## src/rtl/amav_pkg.sv

```systemverilog
// ----------------------------------------------------------------------------
// amav_pkg
// Shared widths, constants and register map of the converter moving-average
// filter.
// ----------------------------------------------------------------------------
package amav_pkg;

    // Field widths
    localparam int unsigned SAMPLE_W  = 12;
    localparam int unsigned MV_W      = 16;
    localparam int unsigned PROD_W    = SAMPLE_W + MV_W;

    // Converter full-scale code, the divisor of the millivolt scaling
    localparam logic [SAMPLE_W-1:0] ADC_FULL_CODE = 12'd4095;

    // Register reset values
    localparam logic [MV_W-1:0] FULL_SCALE_RESET = 16'd3300;

    // Default depth of the averaging window
    localparam int unsigned WINDOW_DEF = 20;

    // Register map: word index taken from paddr above the byte offset
    localparam int unsigned PADDR_W   = 3;
    localparam int unsigned PDATA_W   = 32;
    localparam int unsigned REG_IDX_W = PADDR_W - 2;
    localparam logic [REG_IDX_W-1:0] REG_FULL_SCALE = 1'b0;

endpackage

```

## src/rtl/amav_scale.sv

```systemverilog
// ----------------------------------------------------------------------------
// amav_scale
// Three-stage pipeline that converts a raw sample to millivolts:
// sample * full_scale, then a truncating divide by 4095 done as a
// shift-and-add estimate followed by a single correction step.
// ----------------------------------------------------------------------------
module amav_scale (
    input  logic                         i_clk,
    input  logic                         i_rst_n,
    input  logic                         i_valid,
    output logic                         o_stall,
    input  logic [amav_pkg::SAMPLE_W-1:0] i_sample,
    input  logic [amav_pkg::MV_W-1:0]     i_full_scale,
    output logic                         o_valid,
    input  logic                         i_stall,
    output logic [amav_pkg::MV_W-1:0]     o_scaled
);

    localparam int unsigned PW = amav_pkg::PROD_W;
    localparam int unsigned MW = amav_pkg::MV_W;

    logic          r_v1;
    logic          r_v2;
    logic          r_v3;
    logic [PW-1:0] r_prod;
    logic [PW-1:0] r_prod2;
    logic [MW-1:0] r_q0;
    logic [MW-1:0] r_scaled;

    logic          w_rdy1;
    logic          w_rdy2;
    logic          w_rdy3;
    logic [PW:0]   w_est;
    logic [PW-1:0] w_rem;
    logic [MW-1:0] n_scaled;

    // A stage takes a new word when it is empty or its word moves on
    assign w_rdy3  = !r_v3 || !i_stall;
    assign w_rdy2  = !r_v2 || w_rdy3;
    assign w_rdy1  = !r_v1 || w_rdy2;
    assign o_stall = !w_rdy1;
    assign o_valid = r_v3;
    assign o_scaled = r_scaled;

    // x/4095 = x/4096 * (1 + 2^-12 + 2^-24 + ...); the estimate is low by at most one
    assign w_est = (PW+1)'(r_prod) + (PW+1)'(r_prod[PW-1:12]) + (PW+1)'(r_prod[PW-1:24]);

    // Remainder x - q0*4095, below twice the divisor
    assign w_rem = r_prod2 + PW'(r_q0) - {r_q0, 12'b0};

    // Bump the estimate when the remainder reaches the divisor
    always_comb begin
        if (w_rem >= PW'(amav_pkg::ADC_FULL_CODE)) begin
            n_scaled = r_q0 + MW'(1);
        end else begin
            n_scaled = r_q0;
        end
    end

    // Stage valids
    always_ff @(posedge i_clk) begin
        if (!i_rst_n) begin
            r_v1 <= 1'b0;
            r_v2 <= 1'b0;
            r_v3 <= 1'b0;
        end else begin
            if (w_rdy1) begin
                r_v1 <= i_valid;
            end
            if (w_rdy2) begin
                r_v2 <= r_v1;
            end
            if (w_rdy3) begin
                r_v3 <= r_v2;
            end
        end
    end

    // Datapath: product, quotient estimate, corrected quotient
    always_ff @(posedge i_clk) begin
        if (w_rdy1 && i_valid) begin
            r_prod <= PW'(i_sample) * PW'(i_full_scale);
        end
        if (w_rdy2 && r_v1) begin
            r_q0    <= w_est[PW-1:12];
            r_prod2 <= r_prod;
        end
        if (w_rdy3 && r_v2) begin
            r_scaled <= n_scaled;
        end
    end

endmodule

```

## src/rtl/adc_moving_average_mv_top.sv

```systemverilog
// ----------------------------------------------------------------------------
// adc_moving_average_mv_top
// Moving-average filter for a 12-bit converter with results in millivolts.
//
//   channel  | direction | handshake          | payload
//   ---------+-----------+--------------------+------------------------------
//   sample   | in        | i_valid / o_stall  | i_adc_sample
//   result   | out       | o_valid / i_stall  | o_filtered_mv, o_scaled_mv
//   config   | in        | APB psel / penable | full_scale_mv at byte 0
//
// One sample is taken every cycle while o_stall is low. Its result word
// passes six registers in order: the input register, the 12x16 multiplier,
// the divide-by-4095 estimate, its correction, the reciprocal multiplier
// for the window divide, and the running-sum output register.
// Reset clears the whole window at once.
// Each stage holds its word while the next one is full and stalled, so
// empty stages still accept words behind a stalled output.
// ----------------------------------------------------------------------------
module adc_moving_average_mv_top #(
    parameter int unsigned WINDOW = amav_pkg::WINDOW_DEF
) (
    input  logic                             i_clk,
    input  logic                             i_rst_n,
    // sample channel
    input  logic                             i_valid,
    output logic                             o_stall,
    input  logic [amav_pkg::SAMPLE_W-1:0]    i_adc_sample,
    // result channel
    output logic                             o_valid,
    input  logic                             i_stall,
    output logic [amav_pkg::MV_W-1:0]        o_filtered_mv,
    output logic [amav_pkg::MV_W-1:0]        o_scaled_mv,
    // configuration port
    input  logic                             psel,
    input  logic                             penable,
    input  logic                             pwrite,
    input  logic [amav_pkg::PADDR_W-1:0]     paddr,
    input  logic [amav_pkg::PDATA_W-1:0]     pwdata,
    output logic [amav_pkg::PDATA_W-1:0]     prdata,
    output logic                             pready
);

    localparam int unsigned MW          = amav_pkg::MV_W;
    localparam int unsigned WIN_LOG     = $clog2(WINDOW);
    // Each quotient is below 2^(17 - log2 ceiling of the window)
    localparam int unsigned QUOT_W      = MW + 1 - WIN_LOG;
    localparam int unsigned RECIP_SHIFT = MW + WIN_LOG;
    localparam int unsigned RECIP_W     = MW + 2;
    localparam int unsigned PRODQ_W     = MW + RECIP_W;
    localparam logic [RECIP_W-1:0] RECIP_M =
        RECIP_W'((64'd1 << RECIP_SHIFT) / WINDOW + 64'd1);

    logic [MW-1:0]                   r_full_scale;
    logic                            r_v0;
    logic [amav_pkg::SAMPLE_W-1:0]   r_sample;
    logic                            r_v4;
    logic [QUOT_W-1:0]               r_s4_quot;
    logic [MW-1:0]                   r_s4_scaled;
    logic                            r_v5;
    logic [MW-1:0]                   r_out_filtered;
    logic [MW-1:0]                   r_out_scaled;
    logic [MW-1:0]                   r_sum;
    logic [QUOT_W-1:0]               r_win [WINDOW];

    logic                            w_cfg_wr;
    logic                            w_rdy0;
    logic                            w_rdy4;
    logic                            w_rdy5;
    logic                            w_scale_stall;
    logic                            w_scale_valid;
    logic [MW-1:0]                   w_scaled;
    logic [PRODQ_W-1:0]              w_prod_q;
    logic [MW-1:0]                   n_sum;

    // Configuration access
    assign pready   = 1'b1;
    assign w_cfg_wr = psel && penable && pwrite &&
                      (paddr[amav_pkg::PADDR_W-1:2] == amav_pkg::REG_FULL_SCALE);

    always_comb begin
        if (paddr[amav_pkg::PADDR_W-1:2] == amav_pkg::REG_FULL_SCALE) begin
            prdata = amav_pkg::PDATA_W'(r_full_scale);
        end else begin
            prdata = '0;
        end
    end

    always_ff @(posedge i_clk) begin
        if (!i_rst_n) begin
            r_full_scale <= amav_pkg::FULL_SCALE_RESET;
        end else if (w_cfg_wr) begin
            r_full_scale <= pwdata[MW-1:0];
        end
    end

    // Stage readiness, from the output back to the input
    assign w_rdy5  = !r_v5 || !i_stall;
    assign w_rdy4  = !r_v4 || w_rdy5;
    assign w_rdy0  = !r_v0 || !w_scale_stall;
    assign o_stall = !w_rdy0;

    // Input register
    always_ff @(posedge i_clk) begin
        if (!i_rst_n) begin
            r_v0 <= 1'b0;
        end else if (w_rdy0) begin
            r_v0 <= i_valid;
        end
    end

    always_ff @(posedge i_clk) begin
        if (w_rdy0 && i_valid) begin
            r_sample <= i_adc_sample;
        end
    end

    // Millivolt scaling pipeline
    amav_scale u_scale (
        .i_clk        (i_clk),
        .i_rst_n      (i_rst_n),
        .i_valid      (r_v0),
        .o_stall      (w_scale_stall),
        .i_sample     (r_sample),
        .i_full_scale (r_full_scale),
        .o_valid      (w_scale_valid),
        .i_stall      (!w_rdy4),
        .o_scaled     (w_scaled)
    );

    // Divide by the window depth through an exact reciprocal multiply
    assign w_prod_q = PRODQ_W'(w_scaled) * PRODQ_W'(RECIP_M);

    always_ff @(posedge i_clk) begin
        if (!i_rst_n) begin
            r_v4 <= 1'b0;
        end else if (w_rdy4) begin
            r_v4 <= w_scale_valid;
        end
    end

    always_ff @(posedge i_clk) begin
        if (w_rdy4 && w_scale_valid) begin
            r_s4_quot   <= w_prod_q[RECIP_SHIFT +: QUOT_W];
            r_s4_scaled <= w_scaled;
        end
    end

    // Add the newest quotient, drop the oldest
    assign n_sum = r_sum + MW'(r_s4_quot) - MW'(r_win[WINDOW-1]);

    // Window shift line, running sum and output register
    always_ff @(posedge i_clk) begin
        if (!i_rst_n) begin
            r_v5  <= 1'b0;
            r_sum <= '0;
            for (int i = 0; i < WINDOW; i++) begin
                r_win[i] <= '0;
            end
        end else if (w_rdy5) begin
            r_v5 <= r_v4;
            if (r_v4) begin
                r_sum    <= n_sum;
                r_win[0] <= r_s4_quot;
                for (int i = 1; i < WINDOW; i++) begin
                    r_win[i] <= r_win[i-1];
                end
            end
        end
    end

    always_ff @(posedge i_clk) begin
        if (w_rdy5 && r_v4) begin
            r_out_filtered <= n_sum;
            r_out_scaled   <= r_s4_scaled;
        end
    end

    assign o_valid       = r_v5;
    assign o_filtered_mv = r_out_filtered;
    assign o_scaled_mv   = r_out_scaled;

endmodule

```

## config.mk

```make
export PLATFORM = sky130hd
export DESIGN_NAME = adc_moving_average_mv_top
export DESIGN_NICKNAME = d
export VERILOG_FILES = /design/src/rtl/amav_pkg.sv /design/src/rtl/amav_scale.sv /design/src/rtl/adc_moving_average_mv_top.sv
export SDC_FILE = /design/constraint.sdc
export NUM_CORES = 1
export LEC_CHECK = 0
export ABC_AREA = 1
export BUFFER_PORTS_ARGS = -buffer_cell sky130_fd_sc_hd__buf_2
export CELL_PAD_IN_SITES_DETAIL_PLACEMENT = 1
export CELL_PAD_IN_SITES_GLOBAL_PLACEMENT = 1
export CORE_AREA = 2 2 246 248
export CTS_CLUSTER_DIAMETER = 80
export DETAILED_ROUTE_END_ITERATION = 7
export DIE_AREA = 0 0 248 250
export PLACE_DENSITY_LB_ADDON = 0.1
export SYNTH_ARGS = -nofsm -noshare
export SYNTH_HDL_FRONTEND = slang
export SYNTH_SLANG_ARGS = --single-unit
```

## constraint.sdc

```tcl
create_clock -name i_clk -period 14.7 [get_ports i_clk]
set_clock_uncertainty 0.15 [all_clocks]
set_input_delay 0.735 -clock i_clk [delete_from_list [all_inputs] [get_ports i_clk]]
set_output_delay 0.735 -clock i_clk [all_outputs]
set_load 0.02 [all_outputs]
```

==> results_tabular.tex <==
\begin{tabular}{lr}
\hline
Metric & Value \\
\hline
\multicolumn{2}{l}{\textbf{Place}} \\
\quad Port Buf Inserts & 85 \\
\quad Worst Setup Slack post-DPL & 8.73 ns \\
\quad Final HPWL from detailed placement & 60600 um \\
\quad Final weighted congestion in routability-driven placement & 0.956 \\
\quad Post-place instance area & 32800 sq um \\
\multicolumn{2}{l}{\textbf{Clock tree}} \\
\quad Clock latency at the later pin of the worst-skew pair & 0.62 ns \\
\quad Deepest clock path buffer count & 3 \\
\quad Htree depth & 2 \\
\quad CTS Buf Count & 48 \\
\quad Clock input transition at the sequential cells of the worst setup and hold paths & 0.06 ns \\
\quad Master cell of the clock root buffer & clkbuf\_16 \\
\quad Cells resized by post-CTS repair & 0 \\
\quad CTS tree & built \\
\quad Clock Sink Count & 438 \\
\quad Count of hold-fix buffers inserted at cts & 0 \\
\quad Post CTS Setup Buffer Count & 0 \\
\multicolumn{2}{l}{\textbf{Power}} \\
\quad Fraction of power consumed by combinational cells & 43.1\% \\
\quad Cell Int Power & 3070 uW \\
\quad Leakage power total & 0.0174 uW \\
\quad Reg power frac & 31.7\% \\
\quad Clock share of power & 25.1\% \\
\quad Power density of the placed cells & 147 nW/um\^{}2 \\
\quad Net switching fraction of the power & 39.4\% \\
\quad Max VDD drop & 0.117 mV \\
\quad Net load switching power & 2000 uW \\
\multicolumn{2}{l}{\textbf{Detailed routing}} \\
\quad Total length of routed wires & 79500 um \\
\quad Average wire length per cell after detail routing & 18.6 um \\
\quad Number of iterations in the first detailed-routing pass & 5 \\
\quad Post-detailed-route DRC marker count & 0 \\
\quad Iter 0 DRT Violations & 978 \\
\quad Routed Antenna Nets & 0 \\
\quad Via count normalized by instance count & 5.17 \\
\quad Via Count & 22.1k \\
\multicolumn{2}{l}{\textbf{Worst setup path}} \\
\quad CP arrival & 6.20 ns \\
\quad Critical path class & reg -> reg \\
\quad Critical path fanouts, max & 16 \\
\quad Critical path buffer and inverter count & 5 \\
\quad Element type at the critical path start & register \\
\quad Ordered list of cells on the worst path & nand2\_1 -> inv\_1 -> fa\_1 -> inv\_1 -> fa\_1 -> inv\_1 -> fa\_1 -> fa\_1 -> inv\_1 -> fa\_1 -> inv\_1 -> ha\_1 -> nand2\_1 -> nor4\_1 -> nand4\_1 -> nand3\_1 -> a31oi\_1 -> xor2\_1 \\
\quad Largest stage delay on the critical path & 0.76 ns \\
\quad Slowest cell on the critical path & edfxtp\_1 \\
\quad Setup slack, reg-to-reg & 8.69 ns \\
\quad Crit path capture type & register \\
\quad Required time reported for the critical path endpoint & 14.89 ns \\
\quad Cell type group with the largest total delay on the critical path & adder cells \\
\multicolumn{2}{l}{\textbf{Timing}} \\
\quad Max\_slew headroom & 18.4\% \\
\quad Number of endpoints with negative hold slack in the final report & 0 \\
\quad Number of pins exceeding their max-slew limit in the final report & 0 \\
\quad Number of endpoints failing setup at the final stage & 0 \\
\quad Clock period minus final worst setup slack & 6.01 ns \\
\quad Post-route setup slack & 8.69 ns \\
\quad Final worst path period share & 40.9\% \\
\quad FMAX & 0.166 GHz \\
\quad Worst slew pin tran & 1.22 ns \\
\quad Aggregate negative setup slack & 0 ns \\
\quad Setup repair after global routing missed its margin & no \\
\multicolumn{2}{l}{\textbf{Cells and area}} \\
\quad Area grow syn2layout & 8.84\% \\
\quad Sequential cell area & 12800 sq um \\
\quad Core Util, Final & 57.9\% \\
\quad Share of cells above drive strength 1 & 5.91\% \\
\quad Number of antenna cells inserted & 0 \\
\quad Layout fillers & 6723 \\
\quad Post-layout net count & 4044 \\
\quad Footprint of the multi-input gates & 15100 sq um \\
\quad Final standard cell area without fillers & 34500 sq um \\
\multicolumn{2}{l}{\textbf{Global route}} \\
\quad Wire length of the first global-routing pass & 129000 um \\
\quad Number of antenna violations at the first check in global routing & 0 \\
\quad Overall track demand over capacity in global routing & 26.6\% \\
\quad Maximum number of pins on one net before global-route repair & 119 \\
\quad Grt total ovfl & 0 \\
\quad Via count of the first global-routing pass & 24.7k \\
\multicolumn{2}{l}{\textbf{Die}} \\
\quad I/O pin count & 121 \\
\quad Chip Width & 248 um \\
\quad Die Y-Extent & 250 um \\
\quad Initial standard-cell utilization of the core & 53.2\% \\
\quad Area of the die & 62000 sq um \\
\quad Placeable core region & 59600 sq um \\
\quad Standard-cell row count & 90 \\
\multicolumn{2}{l}{\textbf{Synthesis}} \\
\quad Sequential element share of the synthesized area & 40.3\% \\
\quad Most used flip-flop cell after synthesis & edfxtp\_1 \\
\quad Number of standard cells after synthesis & 3397 \\
\quad Number of storage elements in the synthesis netlist & 438 \\
\quad Post-synthesis instance area & 31700 sq um \\
\quad Number of distinct library cells after synthesis & 50 \\
\quad Fraction of synthesis flops using an asynchronous set or reset pin & 0\% \\
\quad Post-synthesis area per instance & 9.33 sq um \\
\quad Count of synthesis-stage warnings from yosys & 0 \\
\quad Count of flip-flops with a built-in enable after synthesis & 400 \\
\multicolumn{2}{l}{\textbf{Min path}} \\
\quad Class of the worst hold path & in -> reg \\
\multicolumn{2}{l}{\textbf{Run}} \\
\quad Count of max-cap constraint violations & 0 \\
\multicolumn{2}{l}{\textbf{Status}} \\
\quad Result of the run & finished clean \\
\hline
\end{tabular}
[power groups by stage]
stage / Combinational [uW] / Clock (uW) / Sequential (uW)
5_1_grt: 2500 / 1350 / 1620
3_5_place_dp: 2180 / 0 / 1630
6_report: 2190 / 1270 / 1610
4_1_cts: 2210 / 1300 / 1610
3_3_place_gp: 2100 / 0 / 1630
2_1_floorplan: 1610 / 0 / 1590
[area by class of cell]
type                            count  area share [%]
Inverter                          914            9.97
Clock buffer                       62            3.72
Tap cell                          782            2.84
Sequential cell                   438            37.0
Timing Repair Buffer               94            1.43
Clock inverter                     28            1.14
Multi-Input combinational cell   1964            43.9
[registers in the layout, summed over array words and instances (netlist names), 12 cells and up]
register          cells
u_scale.r_q0         16
r_win               240
o_scaled_mv          16
u_scale.r_prod       28
r_sample             12
r_s4_quot            12
u_scale.o_scaled     16
u_scale.r_prod2      28
o_filtered_mv        16
r_full_scale         16
r_sum                16
r_s4_scaled          16
[synthesized netlist by cell type (all sizes together), types with 3 or more instances]
cell / n / area, sq um
inv: 914 / 3430
xor2: 67 / 587
o21bai: 11 / 82.6
nor4: 14 / 87.6
buf: 27 / 179
ha: 290 / 3630
nor2: 338 / 1340
nand3: 56 / 308
xnor2: 23 / 201
o211ai: 9 / 67.6
fa: 240 / 4800
and2: 3 / 18.8
nor3: 14 / 70.1
dfxtp: 38 / 761
a21oi: 107 / 539
edfxtp: 400 / 12000
clkbuf: 69 / 259
o22ai: 8 / 50.1
o21ai: 56 / 280
nand4: 38 / 244
nand2: 629 / 2390
a21o: 14 / 105
a31oi: 13 / 81.3
[placed cells by master, fill, tap and decap left out, types with 4 or more instances in the layout]
cell type and instances:
inv_1 910, nand2_1 616, edfxtp_1 400, nor2_1 324, ha_1 290, fa_1 240
a21oi_1 105, buf_2 85, xor2_1 67, o21ai_0 56, nand3_1 52, clkbuf_16 48
dfxtp_1 38, nand4_1 37, xnor2_1 23, conb_1 17, nor3_1 14, a21o_1 14
nor4_1 14, a31oi_1 13, nand2_2 12, o21bai_1 11, clkbuf_1 11, o211ai_1 9
buf_4 9, nor2_2 8, o22ai_1 8, clkinv_2 8, clkinv_1 7, bufinv_16 7
nor2_4 4
[metal layers]
| layer | part of all wire, % | vias to the layer above | wire length, um | GRT usage (%) |
|---|---|---|---|---|
| met5 | 0 | - | 0 | 0 |
| met4 | 2.9 | 0 | 2270 | 7.84 |
| met3 | 3.4 | 151 | 2670 | 3.40 |
| met2 | 51 | 374 | 40700 | 46.8 |
| met1 | 43 | 11097 | 33900 | 34.0 |
| li1 | - | 10517 | - | - |
[final timing paths]
check / end / startpoint / depth (start not counted)
min reg2reg: o_scaled_mv[10]$_DFFE_PP_ / r_s4_scaled[10]$_DFFE_PP_ / 0
max: u_scale.r_prod[26]$_DFFE_PP_ / r_sample[7]$_DFFE_PP_ / 18
max reg2reg: u_scale.r_prod[26]$_DFFE_PP_ / r_sample[7]$_DFFE_PP_ / 18
min: r_sample[11]$_DFFE_PP_ / i_adc_sample[11] / 1
[metrics by stage]
stage | std cells | hold WS [ns] | total power [uW]
floorplan | 3412 | 0.250 | 3200
global route | 4282 | 0.116 | 5460
CTS | 4282 | 0.115 | 5120
finish | 4282 | 0.149 | 5070
global placement | 4192 | 0.254 | 3730
detailed placement | 4192 | 0.257 | 3820
[kinds of logic after synthesis]
group,after synthesis,synth area share (%)
adder cells (fa/ha/maj),530,26.6
flip-flops,438,40.3
XOR/XNOR,90,2.49
AND/OR/NAND/NOR,1098,14.3
buffers and inverters,1010,12.2
AO/OA/AOI/OAI,229,4.09
other,2,0.0237
Power figures use the tool's default switching activity.
